$ cat config.mk
export PLATFORM = sky130hd
export DESIGN_NAME = framed_command_receiver
export DESIGN_NICKNAME = d
export VERILOG_FILES = /design/src/design/fcr_pkg.sv /design/src/design/fcr_frame_track.sv /design/src/design/framed_command_receiver.sv
export SDC_FILE = /design/constraint.sdc
export NUM_CORES = 1
export LEC_CHECK = 0
export BUFFER_PORTS_ARGS = -buffer_cell sky130_fd_sc_hd__buf_2
export CAP_MARGIN = 20
export CORE_MARGIN = 4
export CORE_UTILIZATION = 40
export DETAILED_ROUTE_END_ITERATION = 8
export HOLD_SLACK_MARGIN = 0.12
export PLACE_DENSITY = 0.6
export SLEW_MARGIN = 10
export SYNTH_ARGS = -nofsm -noshare
export SYNTH_HDL_FRONTEND = slang
export SYNTH_SLANG_ARGS = --single-unit
$ cat constraint.sdc
create_clock -name clk -period 6.4 [get_ports clk]
set_clock_uncertainty 0.05 [all_clocks]
set_input_delay 0 -clock clk [delete_from_list [all_inputs] [get_ports clk]]
set_output_delay 0 -clock clk [all_outputs]
set_load 0.02 [all_outputs]
$ cat src/design/fcr_pkg.sv
// Shared types, constants and the pulse scaling function for the framed
// command receiver. No dependencies.
`timescale 1ns / 1ps

package fcr_pkg;

  localparam int unsigned PAYLOAD_LEN = 5;
  localparam int unsigned BYTE_W      = 8;
  localparam int unsigned POS_W       = 3;
  localparam int unsigned PULSE_W     = 11;

  // Frame positions
  localparam logic [POS_W-1:0] POS_IDLE  = 3'd0;
  localparam logic [POS_W-1:0] POS_FIRST = 3'd1;
  localparam logic [POS_W-1:0] POS_STOP  = 3'd6;

  // Register indexes on the configuration port
  localparam logic REG_START_MARKER = 1'b0;
  localparam logic REG_STOP_MARKER  = 1'b1;

  localparam logic [BYTE_W-1:0] START_MARKER_RST = 8'd255;
  localparam logic [BYTE_W-1:0] STOP_MARKER_RST  = 8'd254;

  // floor(b * 93 / 23) = floor(b * 93 * 22796 / 2^19) for every byte b:
  // 22796 = ceil(2^19 / 23), and b * 93 * (22796 * 23 - 2^19) < 2^19.
  localparam logic [21:0]        PULSE_MULT  = 22'd2120028;
  localparam int unsigned        PULSE_SHIFT = 19;
  localparam logic [PULSE_W-1:0] PULSE_BASE  = 11'd1000;

  typedef logic [PAYLOAD_LEN-1:0][BYTE_W-1:0] payload_t;

  typedef struct packed {
    logic     commit;
    payload_t payload;
  } track_status_t;

  function automatic logic [PULSE_W-1:0] pulse_of(input logic [BYTE_W-1:0] b);
    logic [29:0]        prod;
    logic [PULSE_W-1:0] quot;
    prod = 30'(b) * 30'(PULSE_MULT);
    quot = prod[PULSE_SHIFT +: PULSE_W];
    return quot + PULSE_BASE;
  endfunction

endpackage

$ cat src/design/fcr_frame_track.sv
// Frame position tracker with scratch and committed payload stores.
// Depends on fcr_pkg.
`timescale 1ns / 1ps

module fcr_frame_track (
  input  logic                       clk,
  input  logic                       rst_n,
  input  logic                       step_en,
  input  logic [fcr_pkg::BYTE_W-1:0] rx_byte,
  input  logic [fcr_pkg::BYTE_W-1:0] start_marker,
  input  logic [fcr_pkg::BYTE_W-1:0] stop_marker,
  output fcr_pkg::track_status_t     status
);

  logic [fcr_pkg::POS_W-1:0] pos_r, pos_nxt;
  fcr_pkg::payload_t         scratch_r, scratch_nxt;
  fcr_pkg::payload_t         committed_r, committed_nxt;
  logic                      commit_r, commit_nxt;

  always_comb begin
    pos_nxt       = fcr_pkg::POS_IDLE;
    scratch_nxt   = scratch_r;
    committed_nxt = committed_r;
    commit_nxt    = 1'b0;
    case (pos_r)
      3'd1, 3'd2, 3'd3, 3'd4, 3'd5: begin
        for (int i = 0; i < fcr_pkg::PAYLOAD_LEN; i++) begin
          if (pos_r == fcr_pkg::POS_W'(i + 1)) begin
            scratch_nxt[i] = rx_byte;
          end
        end
        pos_nxt = pos_r + fcr_pkg::POS_FIRST;
      end
      fcr_pkg::POS_STOP: begin
        if (rx_byte == stop_marker) begin
          committed_nxt = scratch_r;
          commit_nxt    = 1'b1;
        end
      end
      default: begin
        pos_nxt = fcr_pkg::POS_IDLE;
      end
    endcase
    // start marker restarts the frame, even mid-frame
    if (rx_byte == start_marker) begin
      pos_nxt = fcr_pkg::POS_FIRST;
    end
  end

  always_ff @(posedge clk) begin
    if (!rst_n) begin
      pos_r       <= fcr_pkg::POS_IDLE;
      scratch_r   <= '0;
      committed_r <= '0;
      commit_r    <= 1'b0;
    end else if (step_en) begin
      pos_r       <= pos_nxt;
      scratch_r   <= scratch_nxt;
      committed_r <= committed_nxt;
      commit_r    <= commit_nxt;
    end
  end

  assign status.commit  = commit_r;
  assign status.payload = committed_r;

  a_pos_range: assert property (@(posedge clk) disable iff (!rst_n)
    pos_r != 3'd7)
    else $error("frame position left its range");

  a_commit_copies: assert property (@(posedge clk) disable iff (!rst_n)
    step_en && pos_r == fcr_pkg::POS_STOP && rx_byte == stop_marker
    |=> commit_r && committed_r == $past(scratch_r))
    else $error("stop byte did not commit the scratch payload");

endmodule

$ cat src/design/framed_command_receiver.sv
// Top level of the framed command receiver: stream ports, configuration
// registers and output stage. Depends on fcr_pkg and fcr_frame_track.
`timescale 1ns / 1ps
//
//  channel | direction | transaction                       | width
//  --------+-----------+-----------------------------------+------------------
//  in_     | slave     | one received serial byte          | tdata 8
//  out_    | master    | commit flag, message, pulse pair  | tdata 64, tuser 1
//  cfg_    | APB slave | start / stop marker registers     | data 32, addr 3
//
//  The frame state updates at the edge that accepts a byte. The output
//  register loads the message and pulse values from stage one when free,
//  raising out_tvalid. A byte can be accepted every cycle unless out_tready
//  holds the output. Reset (rst_n, synchronous) clears the frame state, both
//  stores and returns the markers to their defaults. While out_tready is low
//  the output register holds, the stage behind it fills, then in_tready drops.

module framed_command_receiver (
  input  logic        clk,
  input  logic        rst_n,
  // input stream
  input  logic        in_tvalid,
  output logic        in_tready,
  input  logic [7:0]  in_tdata,     // [7:0] rx_byte
  // result stream
  output logic        out_tvalid,
  input  logic        out_tready,
  output logic [63:0] out_tdata,    // [7:0] payload_one, [15:8] payload_two,
                                    // [23:16] payload_three, [31:24] payload_four,
                                    // [39:32] payload_five, [50:40] pulse_a,
                                    // [61:51] pulse_b, [63:62] zero
  output logic        out_tuser,    // [0] frame_committed
  // configuration
  input  logic        cfg_psel,
  input  logic        cfg_penable,
  input  logic        cfg_pwrite,
  input  logic [2:0]  cfg_paddr,
  input  logic [31:0] cfg_pwdata,
  output logic [31:0] cfg_prdata,
  output logic        cfg_pready
);

  logic [fcr_pkg::BYTE_W-1:0] start_marker_r, stop_marker_r;
  logic                       cfg_wr;

  logic                       in_accept;
  logic                       out_free;
  logic                       s1_valid_r, s1_valid_nxt;
  fcr_pkg::track_status_t     track_status;

  logic                       out_valid_r;
  logic                       out_commit_r;
  fcr_pkg::payload_t          out_payload_r;
  logic [fcr_pkg::PULSE_W-1:0] out_pulse_a_r, out_pulse_b_r;

  // ---------------------------------------------------------------------------
  // Configuration: word-aligned registers, no wait states
  // ---------------------------------------------------------------------------
  assign cfg_pready = 1'b1;
  assign cfg_wr     = cfg_psel && cfg_penable && cfg_pwrite && cfg_pready;

  always_ff @(posedge clk) begin
    if (!rst_n) begin
      start_marker_r <= fcr_pkg::START_MARKER_RST;
      stop_marker_r  <= fcr_pkg::STOP_MARKER_RST;
    end else if (cfg_wr) begin
      case (cfg_paddr[2])
        fcr_pkg::REG_START_MARKER: start_marker_r <= cfg_pwdata[7:0];
        fcr_pkg::REG_STOP_MARKER:  stop_marker_r  <= cfg_pwdata[7:0];
        default: ;
      endcase
    end
  end

  always_comb begin
    case (cfg_paddr[2])
      fcr_pkg::REG_START_MARKER: cfg_prdata = {24'd0, start_marker_r};
      fcr_pkg::REG_STOP_MARKER:  cfg_prdata = {24'd0, stop_marker_r};
      default:                   cfg_prdata = '0;
    endcase
  end

  // ---------------------------------------------------------------------------
  // Handshake: stage one is the frame state, stage two the output register.
  // Stage one's results stay put while it is valid, since no byte is accepted
  // until it drains.
  // ---------------------------------------------------------------------------
  assign out_free  = !out_valid_r || out_tready;
  assign in_tready = !s1_valid_r || out_free;
  assign in_accept = in_tvalid && in_tready;

  always_comb begin
    s1_valid_nxt = s1_valid_r;
    if (in_accept) begin
      s1_valid_nxt = 1'b1;
    end else if (out_free) begin
      s1_valid_nxt = 1'b0;
    end
  end

  fcr_frame_track u_track (
    .clk          (clk),
    .rst_n        (rst_n),
    .step_en      (in_accept),
    .rx_byte      (in_tdata),
    .start_marker (start_marker_r),
    .stop_marker  (stop_marker_r),
    .status       (track_status)
  );

  always_ff @(posedge clk) begin
    if (!rst_n) begin
      s1_valid_r  <= 1'b0;
      out_valid_r <= 1'b0;
    end else begin
      s1_valid_r <= s1_valid_nxt;
      if (out_free) begin
        out_valid_r <= s1_valid_r;
      end
    end
  end

  // output payload: scale the first two committed bytes on the way through
  always_ff @(posedge clk) begin
    if (s1_valid_r && out_free) begin
      out_commit_r  <= track_status.commit;
      out_payload_r <= track_status.payload;
      out_pulse_a_r <= fcr_pkg::pulse_of(track_status.payload[0]);
      out_pulse_b_r <= fcr_pkg::pulse_of(track_status.payload[1]);
    end
  end

  assign out_tvalid = out_valid_r;
  assign out_tuser  = out_commit_r;
  assign out_tdata  = {2'b00, out_pulse_b_r, out_pulse_a_r, out_payload_r};

  // ---------------------------------------------------------------------------
  // Assertions
  // ---------------------------------------------------------------------------
  a_accept_fills: assert property (@(posedge clk) disable iff (!rst_n)
    in_accept |=> s1_valid_r)
    else $error("accepted byte did not reach stage one");

  a_stage_holds: assert property (@(posedge clk) disable iff (!rst_n)
    s1_valid_r && !out_free |=> s1_valid_r && $stable(track_status))
    else $error("stage one lost or changed a waiting result");

  a_pulse_range: assert property (@(posedge clk) disable iff (!rst_n)
    out_valid_r |-> out_pulse_a_r >= 11'd1000 && out_pulse_a_r <= 11'd2031 &&
                    out_pulse_b_r >= 11'd1000 && out_pulse_b_r <= 11'd2031)
    else $error("pulse value out of range");

  a_pulse_match: assert property (@(posedge clk) disable iff (!rst_n)
    out_valid_r |-> out_pulse_a_r == fcr_pkg::pulse_of(out_payload_r[0]))
    else $error("pulse_a does not follow payload_one");

endmodule
After elaboration in Yosys (flattened, before gate mapping)
Cells that the tools add are included.
{ "word_totals": {"reg_bits": 165, "input_bits": 50, "output_inout_bits": 100, "elab_cells": 63} }
{ "op_classes": {"add_sub_neg": 3, "mul": 2, "eq_ne": 8, "n_mux": 7, "n_bitwise": 1, "n_reduce_logical": 18} }
{ "op_table": {"columns": ["cell", "count"], "rows": [
  ["$pmux W32 S2", 1],
  ["$mul A8 B20 Y28 const B", 2],
  ["$add A11 B10 Y11 const B", 2],
  ["$reduce_and A3 Y1", 6],
  ["$eq A8 B8 Y1", 2],
  ["$eq A3 B3 Y1 const B", 3],
  ["$eq A3 B2 Y1 const B", 2],
  ["$mux W3", 2],
  ["$reduce_or A5 Y1", 1],
  ["$logic_and A1 B1 Y1", 4],
  ["$mux W1", 4],
  ["$reduce_and A2 Y1", 2],
  ["$add A3 B1 Y3 const B", 1],
  ["$eq A3 B1 Y1 const B", 1],
  ["$logic_not A1 Y1", 2],
  ["$logic_or A1 B1 Y1", 2],
  ["$reduce_bool A2 Y1", 1],
  ["$not A1 Y1", 1]
]} }

Longest topological paths before layout
{ "depth": {"word_depth": 5, "mapped_depth": 18, "mapped_depth_nobuf": 18} }

Modules after synthesis
From an unflattened synthesis, not the netlist that was laid out.
{ "hier_totals": {"hier_cells": 1081, "hier_area_um2": 10901.7} }
{ "by_module_without_submodules": {"columns": ["mod", "instances", "cells_each", "area_each_um2", "seq_area_each_um2"], "rows": [
  ["framed_command_receiver", 1, 707, 7352.1, 2252.2],
  ["fcr_frame_track", 1, 374, 3549.7, 1681.6]
]} }

Worst setup path after synthesis
OpenSTA, ideal clock, no wires.
{ "synth_timing": {"path_type": "register to register", "start": "register u_track.committed_r, in the netlist u_track.status[13]", "end": "register out_pulse_b_r[10] (netlist name) (data pin)", "setup_time_ps": 260, "t_arrival_ps": 4442, "slack_ps": 1647, "stages_incl_launch_ff": 16, "n_path_buf": 0, "period_less_slack_ps": 4753, "cell_sequence": "dfxtp_1 fa_1 inv_1 fa_1 fa_1 inv_1 fa_1 ha_1 a21oi_1 o21ai_0 a32o_1 a311oi_2 o41a_1 a21boi_2 and4bb_1 mux2_4"} }
{ "synth_between": {"elab_chain_cells": 2} }
{ "synth_rtl": {"columns": ["item", "line", "source"], "rows": [
  ["start: declaration", "fcr_frame_track.sv:17", "fcr_pkg::payload_t committed_r, committed_nxt;"],
  ["start signal: assignment", "fcr_frame_track.sv:59", "committed_r <= committed_nxt;"],
  ["$mul A8 B20 Y28", "fcr_pkg.sv:40", "prod = 30'(b) * 30'(PULSE_MULT);"],
  ["$add A11 B10 Y11", "fcr_pkg.sv:42", "return quot + PULSE_BASE;"],
  ["end signal: assignment", "framed_command_receiver.sv:129", "out_pulse_b_r <= fcr_pkg::pulse_of(track_status.payload[1]);"],
  ["end: declaration", "framed_command_receiver.sv:54", "logic [fcr_pkg::PULSE_W-1:0] out_pulse_a_r, out_pulse_b_r;"]
]} }
No other way between the ends.
A chain may end at the register's enable or synchronous reset.

Worst setup path after layout
Same ends and word-level chain as after synthesis.

==> results.cfg <==
[global_route]
grt_pass1_vias = 7442
grt.total_usage_pct = 15.8
overflow = 0
antenna_found_initial = 0
grt_first_pass_wirelength_um = 37400
grt_max_degree = 103

[final_layout]
drive_gt1_share_pct = 13.5
seqCellArea_um2 = 3930
multi_input_area_um2 = 5990
syn_to_final_growth_pct = 14.7
antennaDiodeCount = 0
finish.cell_count_without_fillers = 1554
n_fill_cell = 2489
nets = 1429

[floorplan]
io_pins = 150
rows = 59
die_area_um2 = 29500
die_h_um = 172
core_region_area_um2 = 26200
start_util_pct = 41.0
dieWidth_um = 172

[timing]
worstMarginPinSlew_ns = 0.857
fmax_ghz = 0.192
slew_headroom_pct = 42.9
setup_viol = 0
grt_setup_unrepaired = no
finalCritPeriodShare_pct = 81.5
period_needed_ns = 5.22
slew_violations = 0
finalHoldViolations = 0
timing.setup.tns_ns = 0
worst_slack_ns = 1.18

[power_and_ir_drop]
power_frac_seq_pct = 48.7
p_per_area_nw_per_um2 = 186
p_sw_uw = 578
leakage_uw = 0.00544
vdd_drop_max_v = 0.000132
internal_power_uw = 1710
combinationalPowerShare_pct = 6.0
p_sw_share_pct = 25.2
p_clk_share_pct = 45.3

[clock_tree]
tritoncts = built
htreeDepth = 4
numCtsBuffers = 17
clock-root-buffer = clkbuf_16
clk_latency_ns = 0.43
ctsResizeCount = 0
cts_sinks = 165
cts.path.max_buffers = 2
clk_pin_slew_ns = 0.07

[yosys]
synth_seq_area_share_pct = 36.6
ys_types = 72
synth_common_cells = nand2_1 (162), inv_1 (151), ha_1 (121)
yosysMostFrequentCell = nand2_1
ys.flop_type = dfxtp_1
synth_top_area_cell = dfxtp_1
yosysWarnings = 0
syn-cell-area_um2 = 10700
synth-edff-count = 63
synth_top_area_share_pct = 19.0
ys_async_sr_fraction_pct = 0
syn_area_per_cell_um2 = 9.77
ys_top_cells_by_area = dfxtp_1 (19%), edfxtp_1 (18%), ha_1 (14%)
netlist_instances = 1099
ys_ff_latch = 165

[setup_path]
critical_path_class = reg -> reg
crit_top_cell = fa_1
cp_data_arrival_time_ns = 5.35
setup.worst_path.start_class = flip-flop
r2r-start = u_track.status[13]$_SDFFE_PN0P_
path_cells = fa_1, inv_1, fa_1, fa_1, inv_1, fa_1, ha_1, a21boi_0, o21ai_0, a21oi_1, o21ai_2, xor2_1, and4bb_1, mux2_4
crit_required_ns = 6.53
slowest_stage = dfxtp_1
worstSetupStartpoint = u_track.status[13]$_SDFFE_PN0P_
endpoint_kind = flip-flop
path_max_fanout = 9
cpPeakStageDelay_ns = 0.58

[placement]
dp.cells = 1492
pre_cts_slack_ns = 1.21
gp_congestion = 0.858
numPortBuffers = 96
dp_hpwl_um = 16700

[drt]
drtIter0Drc = 317
dr.pass1.iters = 4
drc = 0
routed_wl_um = 22800
via_per_inst = 4.87
wl_per_cell_um = 14.7
vias = 7561
drtAntennaViolNets = 0

[job]
maxCapViolCount = 0

[outcome]
status = completed

[worst_hold_path]
min_path_type = in -> reg
hp-start = cfg_paddr[2]
metrics by stage:
stage | total power [µW] | hold slack, ns | utilization (%) | instance area (µm²)
global placement | 1270 | 0.177 | 43.6 | 11400
global route | 2380 | 0.176 | 47.0 | 12300
finish | 2290 | 0.161 | 47.0 | 12300
CTS | 2320 | 0.136 | 47.0 | 12300
floorplan | 1240 | 0.0740 | - | 10800
detailed placement | 1270 | 0.183 | 43.6 | 11400
worst max-delay path, delay by kind of cell, from the launching register on:
kind	cells	cell delay, ns
buf+inv	2	0.14
compound gates	4	1.06
fa+ha+maj	5	2.32
mux	1	0.30
flops	1	0.58
simple gates	1	0.27
xor+xnor	1	0.27
registers in the layout (all words and copies together) (netlist names), 3 cells and up:
register,count
u_track.scratch_r,40
out_tdata,40
u_track.pos_r,3
u_track.status,40
out_pulse_b_r,11
stop_marker_r,8
start_marker_r,8
out_pulse_a_r,11
final timing paths:
path / depth (start not counted) / end / slack, ns
max: 14 / out_pulse_b_r[10]$_DFFE_PP_ / 1.18
min: 5 / stop_marker_r[5]$_SDFFE_PN1P_ / 0.16
max reg2reg: 14 / out_pulse_b_r[10]$_DFFE_PP_ / 1.18
min reg2reg: 0 / out_tdata[19]$_DFFE_PP_ / 0.38
layout by cell type, fill, tap and decap left out, types with 3 or more instances in the layout:
cell type	Yosys	routed
xor2_1	16	16
nand2_1	162	162
inv_6	0	6
nor2_1	25	25
ha_1	121	121
nor2b_1	22	21
clkinv_8	0	3
nor3_1	11	11
a211oi_1	9	9
buf_4	27	5
nand4_1	7	7
a21oi_1	24	24
a21o_1	5	5
edfxtp_1	63	63
mux2i_1	18	18
clkbuf_16	0	17
buf_2	0	96
xnor2_1	28	28
dfxtp_1	102	102
dlygate4sd3_1	0	28
o21a_1	7	7
conb_1	2	27
a21boi_0	61	61
and2_1	3	3
fa_1	52	52
o21bai_1	4	4
o21ai_0	13	13
mux2_2	8	8
a211o_1	5	5
nand3_1	53	53
a21boi_1	8	8
inv_1	151	151
cell type report:
| cell class | count | area share [%] |
|---|---|---|
| sequential | 165 | 31.9 |
| clock buffer | 17 | 3.45 |
| clock inverter | 15 | 1.42 |
| tap | 335 | 3.40 |
| timing repair buffer | 130 | 6.54 |
| multi-input combinational | 740 | 48.6 |
| inverter | 152 | 4.63 |
power by group through the flow:
stage / Combinational (µW) / Sequential [µW] / Clock [µW]
4_1_cts: 138 / 1120 / 1070
3_5_place_dp: 126 / 1140 / 0
3_3_place_gp: 126 / 1140 / 0
2_1_floorplan: 75.5 / 1160 / 0
5_1_grt: 150 / 1120 / 1120
6_report: 138 / 1120 / 1040
timing repair:
item / 4_1_cts / 5_1_grt
setup buffers: 0 / 0
endpoints found under the hold margin: 62 / 0
hold buffers: 28 / 0
kinds of logic after synthesis:
| family | synth area share [%] |
|---|---|
| AO/OA/AOI/OAI | 11.3 |
| XOR/XNOR | 3.59 |
| adder cells (fa/ha/maj) | 23.8 |
| buffers and inverters | 8.61 |
| flip-flops | 36.6 |
| multiplexers | 2.66 |
| other | 0.0699 |
| AND/OR/NAND/NOR | 13.4 |
routing by layer:
metal	GRT usage (%)	wire length [µm]
met1	21.6	10900
met4	3.32	180
met2	26.2	10800
met3	3.29	938
met5	0	0
No activity file was read; power rests on OpenSTA's default activity.
